===== config.mk =====
export PLATFORM = sky130hd
export DESIGN_NAME = entity_handle_table
export DESIGN_NICKNAME = d
export VERILOG_FILES = /design/src/design/eht_pkg.sv /design/src/design/eht_ram.sv /design/src/design/eht_scan.sv /design/src/design/entity_handle_table.sv
export SDC_FILE = /design/constraint.sdc
export NUM_CORES = 2
export LEC_CHECK = 0
export BUFFER_PORTS_ARGS = -buffer_cell sky130_fd_sc_hd__buf_4
export CORE_AREA = 2 2 410 412
export DETAILED_ROUTE_END_ITERATION = 10
export DIE_AREA = 0 0 412 414
export PLACE_DENSITY = 0.76
export SETUP_SLACK_MARGIN = 0.1
export SLEW_MARGIN = 30
export SYNTH_ARGS = -nofsm -noshare
export SYNTH_HDL_FRONTEND = slang
export SYNTH_SLANG_ARGS = --single-unit
export TNS_END_PERCENT = 50

===== constraint.sdc =====
create_clock -name clk_i -period 4.8 [get_ports clk_i]
set_input_delay 0.96 -clock clk_i [delete_from_list [all_inputs] [get_ports clk_i]]
set_output_delay 0.96 -clock clk_i [all_outputs]
set_load 0.01 [all_outputs]

===== src/design/eht_pkg.sv =====
// ----------------------------------------------------------------------------
// eht_pkg: shared types and constants of the entity handle table
// Command and status codes, payload structs and the scanner control structs.
// ----------------------------------------------------------------------------
`timescale 1ns / 1ps
`default_nettype none

package eht_pkg;

  // Default sizing
  localparam int unsigned SLOTS_DEF      = 64;
  localparam int unsigned COMP_TYPES_DEF = 4;

  // Fixed field widths
  localparam int unsigned CMD_W    = 3;
  localparam int unsigned ID_W     = 32;
  localparam int unsigned TYPE_W   = 4;
  localparam int unsigned STATUS_W = 2;
  localparam int unsigned HANDLE_W = 6;
  localparam int unsigned COUNT_W  = 7;

  typedef enum logic [CMD_W-1:0] {
    CMD_CREATE  = 3'd0,
    CMD_DESTROY = 3'd1,
    CMD_VALID   = 3'd2,
    CMD_ADD     = 3'd3,
    CMD_REMOVE  = 3'd4,
    CMD_HAS     = 3'd5
  } cmd_e;

  typedef enum logic [STATUS_W-1:0] {
    STAT_OK       = 2'd0,
    STAT_FULL     = 2'd1,
    STAT_UNKNOWN  = 2'd2,
    STAT_BAD_TYPE = 2'd3
  } status_e;

  typedef enum logic [1:0] {
    ST_CLEAR,
    ST_IDLE,
    ST_SCAN
  } state_e;

  // Command payload
  typedef struct packed {
    logic [CMD_W-1:0]  cmd;
    logic [ID_W-1:0]   entity_id;
    logic [TYPE_W-1:0] comp_type;
  } req_t;

  // Result payload
  typedef struct packed {
    logic [STATUS_W-1:0] status;
    logic [ID_W-1:0]     new_id;
    logic [HANDLE_W-1:0] slot_handle;
    logic                flag;
    logic [COUNT_W-1:0]  live_count;
  } rsp_t;

  // Scanner control
  typedef struct packed {
    logic            start;
    logic            find_free;
    logic [ID_W-1:0] entity_id;
  } scan_req_t;

  typedef struct packed {
    logic done;
    logic hit;
  } scan_rsp_t;

endpackage

`default_nettype wire


===== src/design/eht_ram.sv =====
// ----------------------------------------------------------------------------
// eht_ram: slot table memory
// One write port and one read port, read data registered.
// ----------------------------------------------------------------------------
`timescale 1ns / 1ps
`default_nettype none

module eht_ram #(
  parameter int unsigned DEPTH = 64,
  parameter int unsigned WIDTH = 37,
  parameter int unsigned AW    = $clog2(DEPTH)
) (
  input  wire logic             clk_i,
  input  wire logic             wr_en_i,
  input  wire logic [AW-1:0]    wr_addr_i,
  input  wire logic [WIDTH-1:0] wr_data_i,
  input  wire logic             rd_en_i,
  input  wire logic [AW-1:0]    rd_addr_i,
  output logic      [WIDTH-1:0] rd_data_o
);

  logic [WIDTH-1:0] mem [DEPTH];

  // Write port
  always_ff @(posedge clk_i) begin
    if (wr_en_i) begin
      mem[wr_addr_i] <= wr_data_i;
    end
  end

  // Registered read port
  always_ff @(posedge clk_i) begin
    if (rd_en_i) begin
      rd_data_o <= mem[rd_addr_i];
    end
  end

endmodule

`default_nettype wire


===== src/design/eht_scan.sv =====
// ----------------------------------------------------------------------------
// eht_scan: slot table scanner
// Walks the table from slot 0, one read a cycle, and stops at the first free
// slot or live slot with the requested identifier, else at the last slot.
// ----------------------------------------------------------------------------
`timescale 1ns / 1ps
`default_nettype none

module eht_scan
  import eht_pkg::*;
#(
  parameter int unsigned SLOTS      = SLOTS_DEF,
  parameter int unsigned COMP_TYPES = COMP_TYPES_DEF,
  parameter int unsigned AW         = $clog2(SLOTS),
  parameter int unsigned DW         = 1 + ID_W + COMP_TYPES
) (
  input  wire logic          clk_i,
  input  wire logic          rst_ni,
  input  wire scan_req_t     scan_req_i,
  output scan_rsp_t          scan_rsp_o,
  output logic [AW-1:0]      slot_o,
  output logic               rd_en_o,
  output logic [AW-1:0]      rd_addr_o,
  input  wire logic [DW-1:0] rd_data_i
);

  localparam logic [AW-1:0] LastAddr = AW'(SLOTS - 1);

  logic            active_q, active_d;
  logic            chk_q, chk_d;
  logic [AW-1:0]   addr_q, addr_d;
  logic [AW-1:0]   chk_addr_q, chk_addr_d;
  logic            free_q, free_d;
  logic [ID_W-1:0] id_q, id_d;

  logic            ent_live;
  logic [ID_W-1:0] ent_ident;
  logic            match;
  logic            done;

  // Compare the entry read in the last cycle
  assign ent_live  = rd_data_i[DW-1];
  assign ent_ident = rd_data_i[DW-2 -: ID_W];
  assign match     = free_q ? !ent_live : (ent_live && (ent_ident == id_q));
  assign done      = chk_q && (match || (chk_addr_q == LastAddr));

  assign scan_rsp_o.done = done;
  assign scan_rsp_o.hit  = chk_q && match;
  assign slot_o          = chk_addr_q;
  assign rd_en_o         = active_q;
  assign rd_addr_o       = addr_q;

  // Advance the read address, stop on the first hit or after the last slot
  always_comb begin
    active_d   = active_q;
    addr_d     = addr_q;
    chk_d      = 1'b0;
    chk_addr_d = addr_q;
    free_d     = free_q;
    id_d       = id_q;
    if (scan_req_i.start) begin
      active_d = 1'b1;
      addr_d   = '0;
      free_d   = scan_req_i.find_free;
      id_d     = scan_req_i.entity_id;
    end else begin
      chk_d = active_q && !done;
      if (done) begin
        active_d = 1'b0;
      end else if (active_q) begin
        if (addr_q == LastAddr) begin
          active_d = 1'b0;
        end else begin
          addr_d = addr_q + 1'b1;
        end
      end
    end
  end

  always_ff @(posedge clk_i or negedge rst_ni) begin
    if (!rst_ni) begin
      active_q <= 1'b0;
      chk_q    <= 1'b0;
    end else begin
      active_q <= active_d;
      chk_q    <= chk_d;
    end
  end

  // Hold scan address and key
  always_ff @(posedge clk_i) begin
    addr_q     <= addr_d;
    chk_addr_q <= chk_addr_d;
    free_q     <= free_d;
    id_q       <= id_d;
  end

endmodule

`default_nettype wire


===== src/design/entity_handle_table.sv =====
// ----------------------------------------------------------------------------
// entity_handle_table: slot allocator for live entities
// Create, destroy, query and component presence commands over a slot table.
// ----------------------------------------------------------------------------
// Usage:
//   A command (req_i) is taken at a rising edge with start high and busy low.
//   Its one result appears on rsp_o for exactly one cycle with done_o high;
//   the receiver cannot stall it, so it must take it in that cycle.
//   The table lives in one memory of SLOTS entries {live, ident, components}.
//   Create, destroy, query and the component commands scan it from slot 0,
//   one entry a cycle; those that change the found entry write it back in
//   the cycle the scan ends. Create on a full table and unused command
//   codes answer without a scan. Results are registered and show in the
//   cycle after the command's last cycle.
//   After reset a clearing pass marks every slot free, one slot a cycle;
//   busy stays high until it ends. The identifier counter restarts at one
//   and the live count at zero.
// ----------------------------------------------------------------------------
`timescale 1ns / 1ps
`default_nettype none

module entity_handle_table
  import eht_pkg::*;
#(
  parameter int unsigned SLOTS      = SLOTS_DEF,
  parameter int unsigned COMP_TYPES = COMP_TYPES_DEF
) (
  input  wire logic clk_i,
  input  wire logic rst_ni,
  input  wire logic start,
  output logic      busy,
  input  wire req_t req_i,
  output logic      done_o,
  output rsp_t      rsp_o
);

  localparam int unsigned AW = $clog2(SLOTS);
  localparam int unsigned CW = $clog2(SLOTS + 1);
  localparam int unsigned DW = 1 + ID_W + COMP_TYPES;
  localparam logic [AW-1:0] LastAddr = AW'(SLOTS - 1);

  state_e          state_q, state_d;
  logic [AW-1:0]   clr_q, clr_d;
  logic [CW-1:0]   cnt_q, cnt_d;
  logic [ID_W-1:0] ctr_q, ctr_d;
  req_t            req_q, req_d;
  rsp_t            res_q, res_d;
  logic            res_vld_q, res_vld_d;

  logic            wr_en;
  logic [AW-1:0]   wr_addr;
  logic [DW-1:0]   wr_data;
  logic            rd_en;
  logic [AW-1:0]   rd_addr;
  logic [DW-1:0]   rd_data;

  scan_req_t       scan_req;
  scan_rsp_t       scan_rsp;
  logic [AW-1:0]   scan_slot;

  logic [COMP_TYPES-1:0] comp_mask;
  logic [COMP_TYPES-1:0] ent_comp;
  logic                  type_ok;
  logic [ID_W-1:0]       ctr_inc;

  eht_ram #(
    .DEPTH (SLOTS),
    .WIDTH (DW),
    .AW    (AW)
  ) u_ram (
    .clk_i     (clk_i),
    .wr_en_i   (wr_en),
    .wr_addr_i (wr_addr),
    .wr_data_i (wr_data),
    .rd_en_i   (rd_en),
    .rd_addr_i (rd_addr),
    .rd_data_o (rd_data)
  );

  eht_scan #(
    .SLOTS      (SLOTS),
    .COMP_TYPES (COMP_TYPES),
    .AW         (AW),
    .DW         (DW)
  ) u_scan (
    .clk_i      (clk_i),
    .rst_ni     (rst_ni),
    .scan_req_i (scan_req),
    .scan_rsp_o (scan_rsp),
    .slot_o     (scan_slot),
    .rd_en_o    (rd_en),
    .rd_addr_o  (rd_addr),
    .rd_data_i  (rd_data)
  );

  // Decode the component type into a one-hot mask
  always_comb begin
    for (int j = 0; j < COMP_TYPES; j++) begin
      comp_mask[j] = (req_q.comp_type == TYPE_W'(j));
    end
  end

  assign type_ok  = {1'b0, req_q.comp_type} < (TYPE_W + 1)'(COMP_TYPES);
  assign ent_comp = rd_data[COMP_TYPES-1:0];
  assign ctr_inc  = ctr_q + 1'b1;

  assign busy   = (state_q != ST_IDLE);
  assign done_o = res_vld_q;
  assign rsp_o  = res_q;

  // Sequence clearing, command issue, and write-back at the end of a scan
  always_comb begin
    state_d   = state_q;
    clr_d     = clr_q;
    cnt_d     = cnt_q;
    ctr_d     = ctr_q;
    req_d     = req_q;
    res_d     = res_q;
    res_vld_d = 1'b0;
    wr_en     = 1'b0;
    wr_addr   = scan_slot;
    wr_data   = '0;
    scan_req  = '0;

    unique case (state_q)
      ST_CLEAR: begin
        wr_en   = 1'b1;
        wr_addr = clr_q;
        if (clr_q == LastAddr) begin
          state_d = ST_IDLE;
        end else begin
          clr_d = clr_q + 1'b1;
        end
      end

      ST_IDLE: begin
        if (start) begin
          req_d                = req_i;
          res_d.status         = STAT_OK;
          res_d.new_id         = '0;
          res_d.slot_handle    = '0;
          res_d.flag           = 1'b0;
          res_d.live_count     = COUNT_W'(cnt_q);
          scan_req.entity_id   = req_i.entity_id;
          scan_req.find_free   = (req_i.cmd == CMD_CREATE);
          unique case (req_i.cmd) inside
            CMD_CREATE: begin
              if (cnt_q >= CW'(SLOTS)) begin
                res_d.status = STAT_FULL;
                res_vld_d    = 1'b1;
              end else begin
                scan_req.start = 1'b1;
                state_d        = ST_SCAN;
              end
            end
            CMD_DESTROY, CMD_VALID, CMD_ADD, CMD_REMOVE, CMD_HAS: begin
              scan_req.start = 1'b1;
              state_d        = ST_SCAN;
            end
            default: begin
              res_vld_d = 1'b1;
            end
          endcase
        end
      end

      ST_SCAN: begin
        if (scan_rsp.done) begin
          state_d   = ST_IDLE;
          res_vld_d = 1'b1;
          if (!scan_rsp.hit) begin
            res_d.status = (req_q.cmd == CMD_CREATE) ? STAT_FULL : STAT_UNKNOWN;
          end else begin
            unique case (req_q.cmd) inside
              CMD_CREATE: begin
                wr_en             = 1'b1;
                wr_data           = {1'b1, ctr_q, {COMP_TYPES{1'b0}}};
                res_d.new_id      = ctr_q;
                res_d.slot_handle = HANDLE_W'(scan_slot);
                ctr_d             = (ctr_inc == '0) ? ID_W'(1) : ctr_inc;
                cnt_d             = cnt_q + 1'b1;
              end
              CMD_DESTROY: begin
                wr_en             = 1'b1;
                wr_data           = {1'b0, {ID_W{1'b0}}, ent_comp};
                res_d.slot_handle = HANDLE_W'(scan_slot);
                if (cnt_q != '0) begin
                  cnt_d = cnt_q - 1'b1;
                end
              end
              CMD_VALID: begin
                res_d.flag        = 1'b1;
                res_d.slot_handle = HANDLE_W'(scan_slot);
              end
              CMD_ADD, CMD_REMOVE, CMD_HAS: begin
                if (!type_ok) begin
                  res_d.status = STAT_BAD_TYPE;
                end else begin
                  res_d.slot_handle = HANDLE_W'(scan_slot);
                  if (req_q.cmd == CMD_ADD) begin
                    wr_en      = 1'b1;
                    wr_data    = {rd_data[DW-1:COMP_TYPES], ent_comp | comp_mask};
                    res_d.flag = |(ent_comp & comp_mask);
                  end else if (req_q.cmd == CMD_REMOVE) begin
                    wr_en   = 1'b1;
                    wr_data = {rd_data[DW-1:COMP_TYPES], ent_comp & ~comp_mask};
                  end else begin
                    res_d.flag = |(ent_comp & comp_mask);
                  end
                end
              end
              default: begin
                res_d.status = STAT_OK;
              end
            endcase
          end
          res_d.live_count = COUNT_W'(cnt_d);
        end
      end

      default: begin
        state_d = ST_IDLE;
      end
    endcase
  end

  always_ff @(posedge clk_i or negedge rst_ni) begin
    if (!rst_ni) begin
      state_q   <= ST_CLEAR;
      clr_q     <= '0;
      cnt_q     <= '0;
      ctr_q     <= ID_W'(1);
      res_vld_q <= 1'b0;
    end else begin
      state_q   <= state_d;
      clr_q     <= clr_d;
      cnt_q     <= cnt_d;
      ctr_q     <= ctr_d;
      res_vld_q <= res_vld_d;
    end
  end

  // Hold command and result payload
  always_ff @(posedge clk_i) begin
    req_q <= req_d;
    res_q <= res_d;
  end

`ifndef SYNTH
  a_count_bound : assert property (@(posedge clk_i) disable iff (!rst_ni)
    cnt_q <= CW'(SLOTS))
    else $error("live count exceeds table size");

  a_accept_busy : assert property (@(posedge clk_i) disable iff (!rst_ni)
    (start && !busy) |=> (done_o || busy))
    else $error("accepted command neither answered nor in progress");

  a_write_on_done : assert property (@(posedge clk_i) disable iff (!rst_ni)
    (wr_en && state_q == ST_SCAN) |-> scan_rsp.done)
    else $error("table write outside the end of a scan");

  a_scan_in_state : assert property (@(posedge clk_i) disable iff (!rst_ni)
    scan_rsp.done |-> (state_q == ST_SCAN))
    else $error("scan finished while no command in progress");

  a_fail_fields : assert property (@(posedge clk_i) disable iff (!rst_ni)
    (done_o && rsp_o.status != STAT_OK) |-> (rsp_o.slot_handle == '0 && rsp_o.new_id == '0))
    else $error("failed command returned a handle or identifier");
`endif

endmodule

`default_nettype wire


==> impl_metrics.toml <==
[synthesis]
synth-edff-count = 2493
yosys_most_used_dff = "edfxtp_1"
yosys_register_bits = 2555
avgSynthCellArea_um2 = 23.3
seq_area_frac_synth_pct = 77.2
syn_area_mm2 = 0.0989
ys_warn_count = 0
syn-num-nets = 4297
async_flop_share_pct = 1.96
synth_cell_types = 64
syn_inst = 4246

[setup_path]
timing.rr.start = "u_scan.id_q[25]"
startpoint_type = "flop"
critPathSlowestCell = "nor4_2"
regToRegSetupSlack_ps = 490
crit_arrival_ps = 4800
crit_buf_inv = 3
path_class = "reg2reg"
required_ps = 5290
critPathMostFrequentCell = "buf_4"
critPathTopFamily = "simple AND/OR/NAND/NOR gates"
cpPeakStageDelay_ps = 510
cp-end-kind = "flop"
crit_chain = "xor2_1 > nor4_1 > nand4_1 > nor4_2 > o21ai_1 > nor2_2 > buf_4 > a31oi_2 > buf_4 > nor2_4 > buf_4"
crit_path_max_fanout = 23
crit_start = "u_scan.id_q[25]"

[grt]
grt_pass1_wl_um = 332000
grt_pass1_vias = 46987
track_usage_pct = 26.8
overflow = 0
grt_antenna_before_repair = 23
grt_max_degree = 69

[placement]
gp_congestion = 0.909
dp_hpwl_um = 136000
placedInstanceArea_mm2 = 0.104
port-buffer-count = 91
dp.cells = 6499

[route]
antenna_left = 0
first_iter_violations = 5877
routed_via_density = 6.74
wl_per_cell_um = 32.6
vias = 46724
dr.pass1.iters = 6
wl_um = 226000
drc = 0

[timing]
hold_viol = 0
final_max_slew_viol_count = 0
post-route-period-util_pct = 89.8
finClkSkew_ps = 40.8
fin_setup_tns_ps = 0
setup_viol = 0
rsz0062_at_grt = "no"
fin_crit_ps = 4310
slew_headroom_pct = 27.8
tightest_slew_ps = 1080
max_freq_mhz = 232

[floorplanning]
die_h_um = 414
die_x_um = 412
dieArea_mm2 = 0.171
start_util_pct = 59.5
rows = 150
ioPinCount = 92
core_mm2 = 0.166

[hold_path]
hold_class = "in2async"

[clocking]
cts_tree = "built"
ctsResizeCount = 0
cts_setup_buffers = 0
cts_buffers = 233
cts_hold_buf = 0
htreeDepth = 4
clock_sinks = 2555
clock_latency_ps = 850
path_clk_slew_ps = 70
cts_root_buffer = "clkbuf_16"
clock_path_buffers = 3

[cells_and_area]
drive_gt1_share_pct = 32.1
design_area_mm2 = 0.112
fin_util_pct = 67.2
area_delta_synth_final_pct = 13.0
fin_nets = 4581
fillers = 9825
fin_cells = 6934

[flow_run]
drv_cap = 0

[pwr]
ir_drop_uv = 475
p_leak_nw = 29.7
p_per_area_mw_per_mm2 = 378

[outcome]
status = "finished, final reports clean"
cells in the final DEF (no fill, tap or decap), drive strengths merged, types with 4 or more instances in the layout:
cell type and count:
inv 17, mux4 777, nand4 20, nor2 153
a31oi 14, dfrtp 49, nor2b 6, a21oi 21
bufinv 21, and2 48, nand2 58, o31ai 4
nand3 28, o21ai 26, nand2b 7, clkinvlp 7
o22ai 5, clkbuf 286, dfxtp 12, a22oi 32
mux2 5, diode 10, mux2i 9, a22o 5
nor3b 9, and3 46, buf 283, nor4b 4
xnor2 36, nor4 13, xor2 44, edfxtp 2493
nor3 24, clkinv 109, ha 9
cell families (layout without fill, tap and decap cells):
group / count (synthesis) / after routing / synth area share [%]
xor+xnor: 80 / 80 / 0.708
other cells: 0 / 10 / 0
compound gates: 134 / 134 / 0.945
mux: 791 / 791 / 17.8
fa+ha+maj: 9 / 9 / 0.114
buf+inv: 249 / 723 / 1.05
simple gates: 428 / 428 / 2.17
flops: 2555 / 2555 / 77.2
cells in the mapped netlist (28+ instances only):
library cell	count	share of area [%]
clkbuf_1	141	0.53
nand3_1	28	0.14
and2_1	48	0.30
xnor2_1	36	0.32
mux4_2	777	18
dfrtp_1	49	1.2
nor2_1	151	0.57
buf_2	70	0.35
edfxtp_1	2493	76
a22oi_1	32	0.24
xor2_1	44	0.39
nand2_1	58	0.22
and3_1	46	0.29
layout make-up:
class	count	area, µm²	area share, %
inverter	15	56.3	0.0504
antenna	10	25.0	0.0224
timing repair buffer	283	2740	2.45
clock buffer	286	6110	5.47
multi-input combinational	1442	22400	20.1
sequential	2555	76400	68.3
tap	2204	2760	2.47
clock inverter	139	1330	1.19
per-layer routing:
layer	track usage (%)	up-vias	part of all wire, %
li1	-	18679	-
met1	39.6	25057	39
met2	42.1	2641	49
met3	5.87	333	9.7
met4	5.77	14	1.9
met5	0	-	0.065
state kept, by name, summed over array words and instances, names as in the netlist, 2 cells and up:
name / count
state_q: 2
cnt_q: 7
clr_q: 6
rsp_o: 48
u_ram.rd_data_o: 37
ctr_q: 32
u_ram.mem: 2368
u_scan.rd_addr_o: 6
req_q: 7
u_scan.id_q: 32
u_scan.slot_o: 6
metrics by stage:
stage / setup slack [ps] / power, W / hold WS (ps)
6_report: 490 / 0.0422 / 188
3_3_place_gp: 566 / 0.0246 / 495
4_1_cts: 617 / 0.0425 / 152
5_1_grt: 308 / 0.0432 / 199
2_1_floorplan: 678 / 0.0246 / 329
3_5_place_dp: 611 / 0.0246 / 509
worst paths after layout:
| kind | endpoint | cells after the start |
|---|---|---|
| setup reg to reg | u_ram.mem[23][22] | 11 |
| hold reg to reg | state_q[0] | 1 |
| hold / removal | ctr_q[31] | 1 |
| setup / recovery | u_ram.mem[23][22] | 11 |
| max in group asynchronous | u_scan.rd_en_o | 1 |
| min in group clk_i | req_q[2] | 1 |
power by group:
group          internal (W)  total (W)  switching, W
Clock                0.0101     0.0181       0.00795
Combinational     0.0000214  0.0000456     0.0000242
Sequential           0.0241     0.0241             0
Power figures use the tool's default switching activity.
